--- config.mk ---
export PLATFORM = sky130hd
export DESIGN_NAME = modbus_rtu_request_framer
export DESIGN_NICKNAME = d
export VERILOG_FILES = /design/src/design/mrf_pkg.sv /design/src/design/modbus_rtu_request_framer.sv /design/src/design/mrf_crc_pipe.sv /design/src/design/mrf_tx_shift.sv
export SDC_FILE = /design/constraint.sdc
export NUM_CORES = 1
export LEC_CHECK = 0
export BUFFER_PORTS_ARGS = -buffer_cell sky130_fd_sc_hd__buf_2
export CAP_MARGIN = 20
export CORE_MARGIN = 8
export CORE_UTILIZATION = 35
export CTS_CLUSTER_DIAMETER = 120
export CTS_CLUSTER_SIZE = 20
export DETAILED_ROUTE_END_ITERATION = 6
export SLEW_MARGIN = 20
export SYNTH_ARGS = -nofsm -noshare
export SYNTH_HDL_FRONTEND = slang
export SYNTH_SLANG_ARGS = --single-unit
--- constraint.sdc ---
create_clock -name clock -period 8.35 [get_ports clock]
set_clock_uncertainty 0.1 [all_clocks]
set_input_delay 0.835 -clock clock [delete_from_list [all_inputs] [get_ports clock]]
set_output_delay 0.835 -clock clock [all_outputs]
set_load 0.02 [all_outputs]
--- src/design/mrf_pkg.sv ---
// shared types, constants and crc table for the modbus rtu request framer
// no dependencies; used by mrf_crc_pipe, mrf_tx_shift and the top level

package mrf_pkg;

   // request payload layout on req_tdata, lowest bit first
   localparam int REQ_DATA_W  = 72;
   localparam int SLAVE_LSB   = 0;
   localparam int ADDR_LSB    = 8;
   localparam int VALUE_LSB   = 24;
   localparam int DIR_LSB     = 40;
   localparam int ACCEL_LSB   = 41;
   localparam int RPM_LSB     = 49;

   // frame geometry
   localparam int BODY_MAX        = 11;
   localparam int FRAME_MAX       = 13;
   localparam int SINGLE_BODY_LEN = 6;
   localparam int RUN_BODY_LEN    = 11;
   localparam int BYTES_PER_STAGE = 2;
   localparam int NUM_STAGES      = (BODY_MAX + BYTES_PER_STAGE - 1) / BYTES_PER_STAGE;
   localparam logic [3:0] SINGLE_FRAME_LEN = 4'd8;
   localparam logic [3:0] RUN_FRAME_LEN    = 4'd13;

   // command codes carried on tuser
   typedef enum logic {
      CMD_WRITE_SINGLE = 1'b0,
      CMD_SPEED_RUN    = 1'b1
   } cmd_type;

   // modbus frame constants
   localparam logic [7:0] FUNC_WRITE_SINGLE = 8'h06;
   localparam logic [7:0] FUNC_WRITE_MULTI  = 8'h10;
   localparam logic [7:0] RUN_START_HI      = 8'h00;
   localparam logic [7:0] RUN_START_LO      = 8'hF6;
   localparam logic [7:0] RUN_QTY_HI        = 8'h00;
   localparam logic [7:0] RUN_QTY_LO        = 8'h02;
   localparam logic [7:0] RUN_BYTE_COUNT    = 8'h04;
   localparam logic [7:0] DIR_CW_BYTE       = 8'h01;
   localparam logic [7:0] DIR_CCW_BYTE      = 8'h00;
   localparam logic [15:0] CRC_INIT         = 16'hFFFF;
   localparam logic [15:0] CRC_POLY         = 16'hA001;

   // frame body with running crc, travels through the crc stages
   typedef struct packed {
      logic                     run;
      logic [BODY_MAX-1:0][7:0] body;
      logic [15:0]              crc;
   } frame_type;

   typedef logic [15:0] crc_table_type [256];

   // byte-wise crc table, built at elaboration
   function automatic crc_table_type gen_crc_table();
      crc_table_type t;
      logic [15:0]   c;
      for (int i = 0; i < 256; i++) begin
         c = 16'(i);
         for (int b = 0; b < 8; b++) begin
            c = c[0] ? ((c >> 1) ^ CRC_POLY) : (c >> 1);
         end
         t[i] = c;
      end
      return t;
   endfunction

   localparam crc_table_type CRC_TABLE = gen_crc_table();

   // absorb one byte into the crc
   function automatic logic [15:0] crc_byte(input logic [15:0] crc, input logic [7:0] b);
      logic [7:0] idx;
      idx = crc[7:0] ^ b;
      return {8'h00, crc[15:8]} ^ CRC_TABLE[idx];
   endfunction

endpackage

--- src/design/modbus_rtu_request_framer.sv ---
// modbus rtu request framer: request in, framed bytes with crc-16 out
// a request passes through the crc stages and the serializer register before its first
// byte is valid; output is one byte per cycle while rsp_tready is high, 8 bytes per
// write-single frame and 13 per speed-run frame; six crc stages buffer requests
// reset: synchronous active high, empties the crc stages and the serializer
// depends on mrf_pkg, mrf_crc_pipe, mrf_tx_shift

module modbus_rtu_request_framer (
   input  logic                           clock,
   input  logic                           reset,
   input  logic                           req_tvalid,
   output logic                           req_tready,
   // slave[7:0], reg_addr[23:8], reg_value[39:24], dir_cw[40], accel[48:41],
   // rpm[64:49], zero fill [71:65]
   input  logic [mrf_pkg::REQ_DATA_W-1:0] req_tdata,
   // cmd[0]
   input  logic                           req_tuser,
   output logic                           rsp_tvalid,
   input  logic                           rsp_tready,
   // tx_byte[7:0]
   output logic [7:0]                     rsp_tdata,
   output logic                           rsp_tlast
);
   import mrf_pkg::*;

   logic      frame_valid;
   logic      frame_ready;
   frame_type frame;

   // frame assembly and crc stages
   mrf_crc_pipe u_crc_pipe (
      .clock       (clock),
      .reset       (reset),
      .req_valid   (req_tvalid),
      .req_ready   (req_tready),
      .req_cmd     (req_tuser),
      .req_data    (req_tdata),
      .frame_valid (frame_valid),
      .frame_ready (frame_ready),
      .frame       (frame)
   );

   // byte serializer
   mrf_tx_shift u_tx_shift (
      .clock       (clock),
      .reset       (reset),
      .frame_valid (frame_valid),
      .frame_ready (frame_ready),
      .frame       (frame),
      .out_valid   (rsp_tvalid),
      .out_ready   (rsp_tready),
      .out_byte    (rsp_tdata),
      .out_last    (rsp_tlast)
   );

   // a frame does not end before its last byte
   a_frame_continues : assert property (@(posedge clock) disable iff (reset)
      rsp_tvalid && rsp_tready && !rsp_tlast |=> rsp_tvalid)
      else $error("frame ended without last byte");

   // a loaded frame shows up on the output
   a_load_visible : assert property (@(posedge clock) disable iff (reset)
      frame_valid && frame_ready |=> rsp_tvalid)
      else $error("loaded frame not presented");

   // an idle serializer always takes a frame
   a_idle_accepts : assert property (@(posedge clock) disable iff (reset)
      !rsp_tvalid |-> frame_ready)
      else $error("idle serializer refused a frame");

endmodule

--- src/design/mrf_crc_pipe.sv ---
// frame assembly and pipelined crc-16 over the frame body, up to two bytes per stage
// depends on mrf_pkg

module mrf_crc_pipe (
   input  logic                          clock,
   input  logic                          reset,
   input  logic                          req_valid,
   output logic                          req_ready,
   input  logic                          req_cmd,
   input  logic [mrf_pkg::REQ_DATA_W-1:0] req_data,
   output logic                          frame_valid,
   input  logic                          frame_ready,
   output mrf_pkg::frame_type            frame
);
   import mrf_pkg::*;

   frame_type                 built;
   frame_type                 stage_ff [NUM_STAGES];
   frame_type                 stage_in [NUM_STAGES];
   logic [NUM_STAGES-1:0]     valid_ff;
   logic [NUM_STAGES:0]       ready;

   // assemble the frame body from the request
   always_comb begin
      built     = '0;
      built.crc = CRC_INIT;
      built.body[0] = req_data[SLAVE_LSB +: 8];
      if (cmd_type'(req_cmd) == CMD_SPEED_RUN) begin
         built.run      = 1'b1;
         built.body[1]  = FUNC_WRITE_MULTI;
         built.body[2]  = RUN_START_HI;
         built.body[3]  = RUN_START_LO;
         built.body[4]  = RUN_QTY_HI;
         built.body[5]  = RUN_QTY_LO;
         built.body[6]  = RUN_BYTE_COUNT;
         built.body[7]  = req_data[DIR_LSB] ? DIR_CW_BYTE : DIR_CCW_BYTE;
         built.body[8]  = req_data[ACCEL_LSB +: 8];
         built.body[9]  = req_data[RPM_LSB + 8 +: 8];
         built.body[10] = req_data[RPM_LSB +: 8];
      end else begin
         built.run     = 1'b0;
         built.body[1] = FUNC_WRITE_SINGLE;
         built.body[2] = req_data[ADDR_LSB + 8 +: 8];
         built.body[3] = req_data[ADDR_LSB +: 8];
         built.body[4] = req_data[VALUE_LSB + 8 +: 8];
         built.body[5] = req_data[VALUE_LSB +: 8];
      end
   end

   // stall chain: a stage loads when empty or when its successor loads
   assign ready[NUM_STAGES] = frame_ready;
   assign req_ready         = ready[0];

   for (genvar s = 0; s < NUM_STAGES; s++) begin : g_stage
      frame_type src;
      logic      src_valid;

      if (s == 0) begin : g_first
         assign src       = built;
         assign src_valid = req_valid;
      end else begin : g_next
         assign src       = stage_ff[s-1];
         assign src_valid = valid_ff[s-1];
      end

      assign ready[s] = !valid_ff[s] || ready[s+1];

      // absorb this stage's body bytes that lie inside the frame
      always_comb begin
         stage_in[s] = src;
         for (int j = 0; j < BYTES_PER_STAGE; j++) begin
            if (s * BYTES_PER_STAGE + j < SINGLE_BODY_LEN) begin
               stage_in[s].crc = crc_byte(stage_in[s].crc,
                                          src.body[s * BYTES_PER_STAGE + j]);
            end else if (s * BYTES_PER_STAGE + j < RUN_BODY_LEN) begin
               if (src.run) begin
                  stage_in[s].crc = crc_byte(stage_in[s].crc,
                                             src.body[s * BYTES_PER_STAGE + j]);
               end
            end
         end
      end

      always_ff @(posedge clock) begin
         if (reset) begin
            valid_ff[s] <= 1'b0;
         end else if (ready[s]) begin
            valid_ff[s] <= src_valid;
         end
      end

      always_ff @(posedge clock) begin
         if (ready[s] && src_valid) begin
            stage_ff[s] <= stage_in[s];
         end
      end
   end

   assign frame_valid = valid_ff[NUM_STAGES-1];
   assign frame       = stage_ff[NUM_STAGES-1];

endmodule

--- src/design/mrf_tx_shift.sv ---
// byte serializer: loads a finished frame and shifts it out one byte per cycle while out_ready is high
// depends on mrf_pkg

module mrf_tx_shift (
   input  logic               clock,
   input  logic               reset,
   input  logic               frame_valid,
   output logic               frame_ready,
   input  mrf_pkg::frame_type frame,
   output logic               out_valid,
   input  logic               out_ready,
   output logic [7:0]         out_byte,
   output logic               out_last
);
   import mrf_pkg::*;

   logic [FRAME_MAX-1:0][7:0] shift_ff;
   logic [FRAME_MAX-1:0][7:0] shift_in;
   logic [3:0]                count_ff;
   logic [3:0]                count_in;
   logic [FRAME_MAX-1:0][7:0] load_bytes;
   logic                      take;
   logic                      load;

   assign out_valid = count_ff != 4'd0;
   assign out_last  = count_ff == 4'd1;
   assign out_byte  = shift_ff[0];
   assign take      = out_valid && out_ready;

   // the next frame enters as the last byte of the current one leaves
   assign frame_ready = !out_valid || (out_last && take);
   assign load        = frame_ready && frame_valid;

   // body followed by crc, low byte first
   always_comb begin
      load_bytes = '0;
      if (frame.run) begin
         for (int i = 0; i < RUN_BODY_LEN; i++) begin
            load_bytes[i] = frame.body[i];
         end
         load_bytes[RUN_BODY_LEN]     = frame.crc[7:0];
         load_bytes[RUN_BODY_LEN + 1] = frame.crc[15:8];
      end else begin
         for (int i = 0; i < SINGLE_BODY_LEN; i++) begin
            load_bytes[i] = frame.body[i];
         end
         load_bytes[SINGLE_BODY_LEN]     = frame.crc[7:0];
         load_bytes[SINGLE_BODY_LEN + 1] = frame.crc[15:8];
      end
   end

   // next shift contents and byte count
   always_comb begin
      shift_in = shift_ff;
      count_in = count_ff;
      if (load) begin
         shift_in = load_bytes;
         count_in = frame.run ? RUN_FRAME_LEN : SINGLE_FRAME_LEN;
      end else if (take) begin
         shift_in = {8'h00, shift_ff[FRAME_MAX-1:1]};
         count_in = count_ff - 4'd1;
      end
   end

   always_ff @(posedge clock) begin
      if (reset) begin
         count_ff <= 4'd0;
      end else begin
         count_ff <= count_in;
      end
   end

   always_ff @(posedge clock) begin
      shift_ff <= shift_in;
   end

endmodule

* After elaboration in Yosys (flattened, before gate mapping)
Memories as Yosys holds them, arrays and structs flattened. Cells that the tools add are included.
Word-level totals: register bits after elaboration 114, latch bits 0, memory bits (writable) 630, memory bits (read-only) 45056, input port bits 77, output and inout port bits 11, logic and storage cells 153, memories 12
Operators by class: add/subtract/negate cells 1, multiply operators 0, divide/modulo/power cells 0, magnitude comparators 11, equal/unequal tests 1, shift operators 0, multiplexer cells 50, bitwise logic cells 33, reductions and logical operators 25
Memories:
- (name not given) | words 256, width 16, rd ports 1, clocked after memory_dff 0, write ports 0, line mrf_pkg.sv:73 | return {8'h00, crc[15:8]} ^ CRC_TABLE[idx];
- (name not given) | words 256, width 16, rd ports 1, clocked after memory_dff 0, write ports 0, line mrf_pkg.sv:73
- (name not given) | words 256, width 16, rd ports 1, clocked after memory_dff 0, write ports 0, line mrf_pkg.sv:73
- (name not given) | words 256, width 16, rd ports 1, clocked after memory_dff 0, write ports 0, line mrf_pkg.sv:73
- (name not given) | words 256, width 16, rd ports 1, clocked after memory_dff 0, write ports 0, line mrf_pkg.sv:73
- (name not given) | words 256, width 16, rd ports 1, clocked after memory_dff 0, write ports 0, line mrf_pkg.sv:73
- 6 more memories
Operator list (count):
- $mux W16 | 27
- $mux W104 | 2
- $xor A8 B16 Y16 | 10
- $mux W40 | 3
- $ge A9 B9 Y1 const B | 11
- $not A8 Y9 | 11
- $xor A8 B8 Y8 | 10
- $mux W64 | 1
- $not A8 Y8 | 2
- $mux W1 | 14
- $logic_and A1 B1 Y1 | 9
- $mux W4 | 2
- $logic_not A1 Y1 | 7
- $logic_or A1 B1 Y1 | 7
- $eq A4 B1 Y1 const B | 1
- $reduce_bool A4 Y1 | 1
- $sub A4 B1 Y4 const B | 1
- $mux W3 | 1
- $reduce_bool A2 Y1 | 1

* Longest topological paths before layout
An unclocked memory read counts as a cell.
depth after elaboration 15, depth in mapped cells 9, depth with buffers taken out 8

* Modules after synthesis
From an unflattened synthesis, not the netlist that was laid out.
Unflattened totals: cell total of the unflattened synthesis 1408, area total of the unflattened synthesis 23279.8 um^2
Modules (own cells, without submodules):
- mrf_crc_pipe | instances 1, cells each 937, area each 18351.4 um^2, seq. area each 14984.4 um^2
- mrf_tx_shift | instances 1, cells each 471, area each 4928.5 um^2, seq. area each 3203.1 um^2

* Worst setup path after synthesis
OpenSTA, ideal clock, no wires.
path type in2reg, from in rsp_tready, to mem u_crc_pipe.stage_ff[2][0] in the netlist's numbering (enable), setup time 651 ps, arrival time 7462 ps, required time 7599 ps, path slack 136 ps, stages on the path 5, path buffers 0, path through a21oi_1 -> o31ai_1 -> or2_2 -> nor2_1 -> a21boi_0
RTL lines:
- from (decl) | line modbus_rtu_request_framer.sv:19 | input logic rsp_tready,
- to (decl) | line mrf_crc_pipe.sv:18 | frame_type stage_ff [NUM_STAGES];

* Worst setup path in the final report
from reg u_tx_shift.count_ff[0], to out req_tready
Between the ends: word-level cells in the longest chain between the ends 10, elaborated cells on any way between the ends 12, those cells by class eq/ne: 1; reduce/logical: 11
RTL lines:
- from (decl) | line mrf_tx_shift.sv:19 | logic [3:0] count_ff;
- from (signal assigned) | line mrf_tx_shift.sv:69 | count_ff <= count_in;
- $reduce_bool A4 Y1 | line mrf_tx_shift.sv:25 | assign out_valid = count_ff != 4'd0;
- $logic_and A1 B1 Y1 | line mrf_tx_shift.sv:28 | assign take = out_valid && out_ready;
- $logic_and A1 B1 Y1 | line mrf_tx_shift.sv:31 | assign frame_ready = !out_valid || (out_last && take);
- $logic_or A1 B1 Y1 (*) | line mrf_tx_shift.sv:31
- $logic_or A1 B1 Y1 (*) (6 in series) | line mrf_crc_pipe.sv:66 | assign ready[s] = !valid_ff[s] || ready[s+1];
- to (decl) | line modbus_rtu_request_framer.sv:12 | output logic req_tready,
Mark *: on every way between the ends. The rest lies on a longest branch, timed or not.

==> flow_metrics.py <==
metrics = {
    "floorplanning": {
        "coreArea_um2": 64300,
        "std_cell_rows": 93,
        "fp.dieW_um": 271,
        "initial_core_util_pct": 35.3,
        "dieArea_um2": 73300,
        "boundaryPins": 88,
        "die-height_um": 271,
    },
    "routing": {
        "vias": 9922,
        "drc": 0,
        "drtAntennaViolNets": 0,
        "viasPerCell": 4.32,
        "post_drt_wl_per_cell_um": 15.6,
        "dr.pass1.iters": 5,
        "drt_iter0_markers": 619,
        "wl_um": 35900,
    },
    "critical_path": {
        "worstPathArrival_ns": 3.26,
        "crit_cells": 8,
        "crit_type": "reg -> out",
        "cp_max_fo": 7,
        "crit_required_ns": 7.41,
        "r2r_slack_ns": 4.80,
        "critPathSlowestCell": "nor2_1",
        "critPathLaunchType": "flip-flop",
        "cp_top_family": "simple AND/OR/NAND/NOR gates",
        "path_cells": "inv_1 > ha_1 > a21oi_1 > o31ai_1 > or2_2 > nor2_1 > nand4_1 > buf_2",
        "max_stage_delay_ns": 0.66,
        "crit_buf_inv": 2,
        "reg2reg_from": "u_tx_shift.count_ff[0]$_SDFFE_PP0P_",
        "reg2reg_depth": 9,
        "r2r_end": "u_crc_pipe.stage_ff[0][93]$_SDFFCE_PN0P_",
        "end_kind": "output port",
    },
    "yosys": {
        "ys_types": 33,
        "netlist_area_um2": 22700,
        "synth-seq-cells": 609,
        "ys_warn_count": 0,
        "yosysSeqAreaShare_pct": 80.1,
        "avgSynthCellArea_um2": 16.8,
        "synth-edff-count": 599,
        "syn_inst": 1349,
        "synthArstFlopShare_pct": 0,
        "syn_nets": 1432,
        "synthFlopType": "edfxtp_1",
    },
    "place": {
        "place_hpwl_um": 23100,
        "gp_congestion": 0.796,
        "io_buffers": 80,
        "postPlaceCellArea_um2": 24100,
    },
    "sta": {
        "setup_viol": 0,
        "report.final.slew_viol_count": 0,
        "min_period_ns": 4.19,
        "max_freq_mhz": 238,
        "hold_violations": 0,
        "slew_headroom_pct": 33.5,
        "worstMarginPinSlew_ns": 0.997,
        "rsz0062_at_grt": "no",
        "finalSetupTns_ns": 0,
        "post-route-period-util_pct": 50.2,
    },
    "cts": {
        "cts_made_buffers": 36,
        "postCtsResizedCells": 0,
        "hold_buffers": 0,
        "cts_setup_buffers": 0,
        "clk_pin_slew_worst_paths_ns": 0.08,
        "cts_tree": "yes",
        "root_buffer": "clkbuf_16",
        "htreeDepth": 2,
        "clockBufferDepth": 3,
        "clock-sinks": 609,
        "clock_latency_ns": 0.55,
    },
    "finish": {
        "fin_util_pct": 39.1,
        "n_antenna_cell": 0,
        "fillers": 5825,
        "area_delta_synth_final_pct": 10.6,
        "final_net_count": 1509,
        "layout_common_cells": "599 x edfxtp_1, 230 x nand2_1, 147 x xnor2_1",
        "postLayoutCellArea_um2": 25100,
        "final_common_cell": "edfxtp_1",
        "drive_gt1_share_pct": 11.9,
    },
    "global_routing": {
        "top_usage_layer": "met2",
        "grt_usage_pct": 9.54,
        "gr-usage-met3_pct": 1.27,
        "grt_pass1_wl_um": 56800,
        "grt_antenna_before_repair": 1,
        "grt_pass1_vias": 10000,
        "use_met1_pct": 12.4,
        "overflow": 0,
        "grt_max_degree": 100,
        "globalRouteMet2Util_pct": 16.5,
    },
    "power_and_ir_drop": {
        "finalPower_w": 0.00694,
        "leakage_nw": 8.45,
        "power_density_nw_per_um2": 276,
        "ir_worst_vdd_mv": 0.131,
    },
    "worst_hold_path": {
        "hp-class": "reg -> reg",
        "hold-path-endpoint": "u_crc_pipe.stage_ff[2][43]$_DFFE_PP_",
        "hp-start": "u_crc_pipe.stage_ff[1][43]$_DFFE_PP_",
        "min_path_cells": 0,
    },
    "status": {
        "outcome": "completed",
    },
    "job": {
        "maxCapViolCount": 0,
    },
}
-- power breakdown --
part,switching [W],internal [W],total (W),leakage [nW]
combinational,0.000650,0.000500,0.00115,2.35
clock,0.000909,0.000808,0.00172,0.480
sequential,0.000145,0.00392,0.00407,5.62
total,0.00170,0.00523,0.00694,8.45
-- metal layers --
| metal | routed length, µm | vias up | part of all wire (%) |
|---|---|---|---|
| li1 | - | 4928 | - |
| met5 | 20 | - | 0.056 |
| met2 | 17600 | 115 | 49 |
| met3 | 935 | 55 | 2.6 |
| met1 | 16600 | 4822 | 46 |
| met4 | 787 | 2 | 2.2 |
-- flip-flops by register name, indices dropped and copies added (netlist names) --
name                          count
u_crc_pipe.stage_ff             495
u_tx_shift.out_byte               8
u_crc_pipe.g_stage.src_valid      5
u_tx_shift.shift_ff              96
u_tx_shift.count_ff               4
u_crc_pipe.frame_valid            1
-- cell families after synthesis --
logic type | after synthesis | share of synthesized area, %
mux | 29 | 1.39
xor+xnor | 199 | 8.05
buf+inv | 66 | 1.29
compound gates | 43 | 1.00
simple gates | 397 | 7.88
fa+ha+maj | 6 | 0.330
flops | 609 | 80.1
-- per-stage QoR --
stage | hold WS [ns] | instances | setup WS, ns
floorplan | 0.300 | 1349 | 0.136
global placement | 0.302 | 2241 | 4.56
detailed placement | 0.305 | 2241 | 4.51
CTS | 0.311 | 2295 | 4.15
global route | 0.317 | 2297 | 3.96
finish | 0.308 | 2297 | 4.16
-- cell type report --
cell class / count / area [µm²] / area share [%]
Clock inverter: 3 / 41.3 / 0.164
Inverter: 13 / 51.3 / 0.204
Tap cell: 855 / 1070 / 4.26
Sequential cell: 609 / 18200 / 72.4
Timing Repair Buffer: 92 / 542 / 2.16
Multi-Input combinational cell: 674 / 4280 / 17.0
Clock buffer: 51 / 957 / 3.81
-- synth_stat cells (2+ instances only) --
cell | number | area share [%]
nand3b_1 | 15 | 0.50
a21oi_1 | 35 | 0.77
edfxtp_1 | 599 | 79
buf_4 | 8 | 0.26
mux2i_1 | 9 | 0.40
or2_2 | 9 | 0.25
and2_1 | 34 | 0.94
mux2_2 | 20 | 0.99
clkbuf_1 | 42 | 0.69
o21ai_0 | 3 | 0.066
inv_1 | 13 | 0.21
and3_1 | 8 | 0.22
nand3_1 | 33 | 0.73
nor2b_1 | 27 | 0.74
xnor2_2 | 2 | 0.14
nand2_1 | 230 | 3.8
xnor3_1 | 4 | 0.40
ha_1 | 6 | 0.33
dfxtp_1 | 10 | 0.88
nor2_1 | 38 | 0.63
buf_6 | 2 | 0.099
xor2_1 | 45 | 1.7
xnor2_1 | 147 | 5.7
-- how the worst max path moves through the flow --
| stage | start | end | slack (ns) |
|---|---|---|---|
| 2_1_floorplan | rsp_tready | u_crc_pipe.stage_ff[2][0]$_DFFE_PP_ | 0.14 |
| 3_3_place_gp | rsp_tready | req_tready | 4.56 |
| 3_5_place_dp | rsp_tready | req_tready | 4.51 |
| 4_1_cts | u_tx_shift.count_ff[0]$_SDFFE_PP0P_ | req_tready | 4.15 |
| 5_1_grt | u_tx_shift.count_ff[0]$_SDFFE_PP0P_ | req_tready | 3.96 |
| 6_report | u_tx_shift.count_ff[0]$_SDFFE_PP0P_ | req_tready | 4.16 |
No activity file was read; power rests on OpenSTA's default activity.
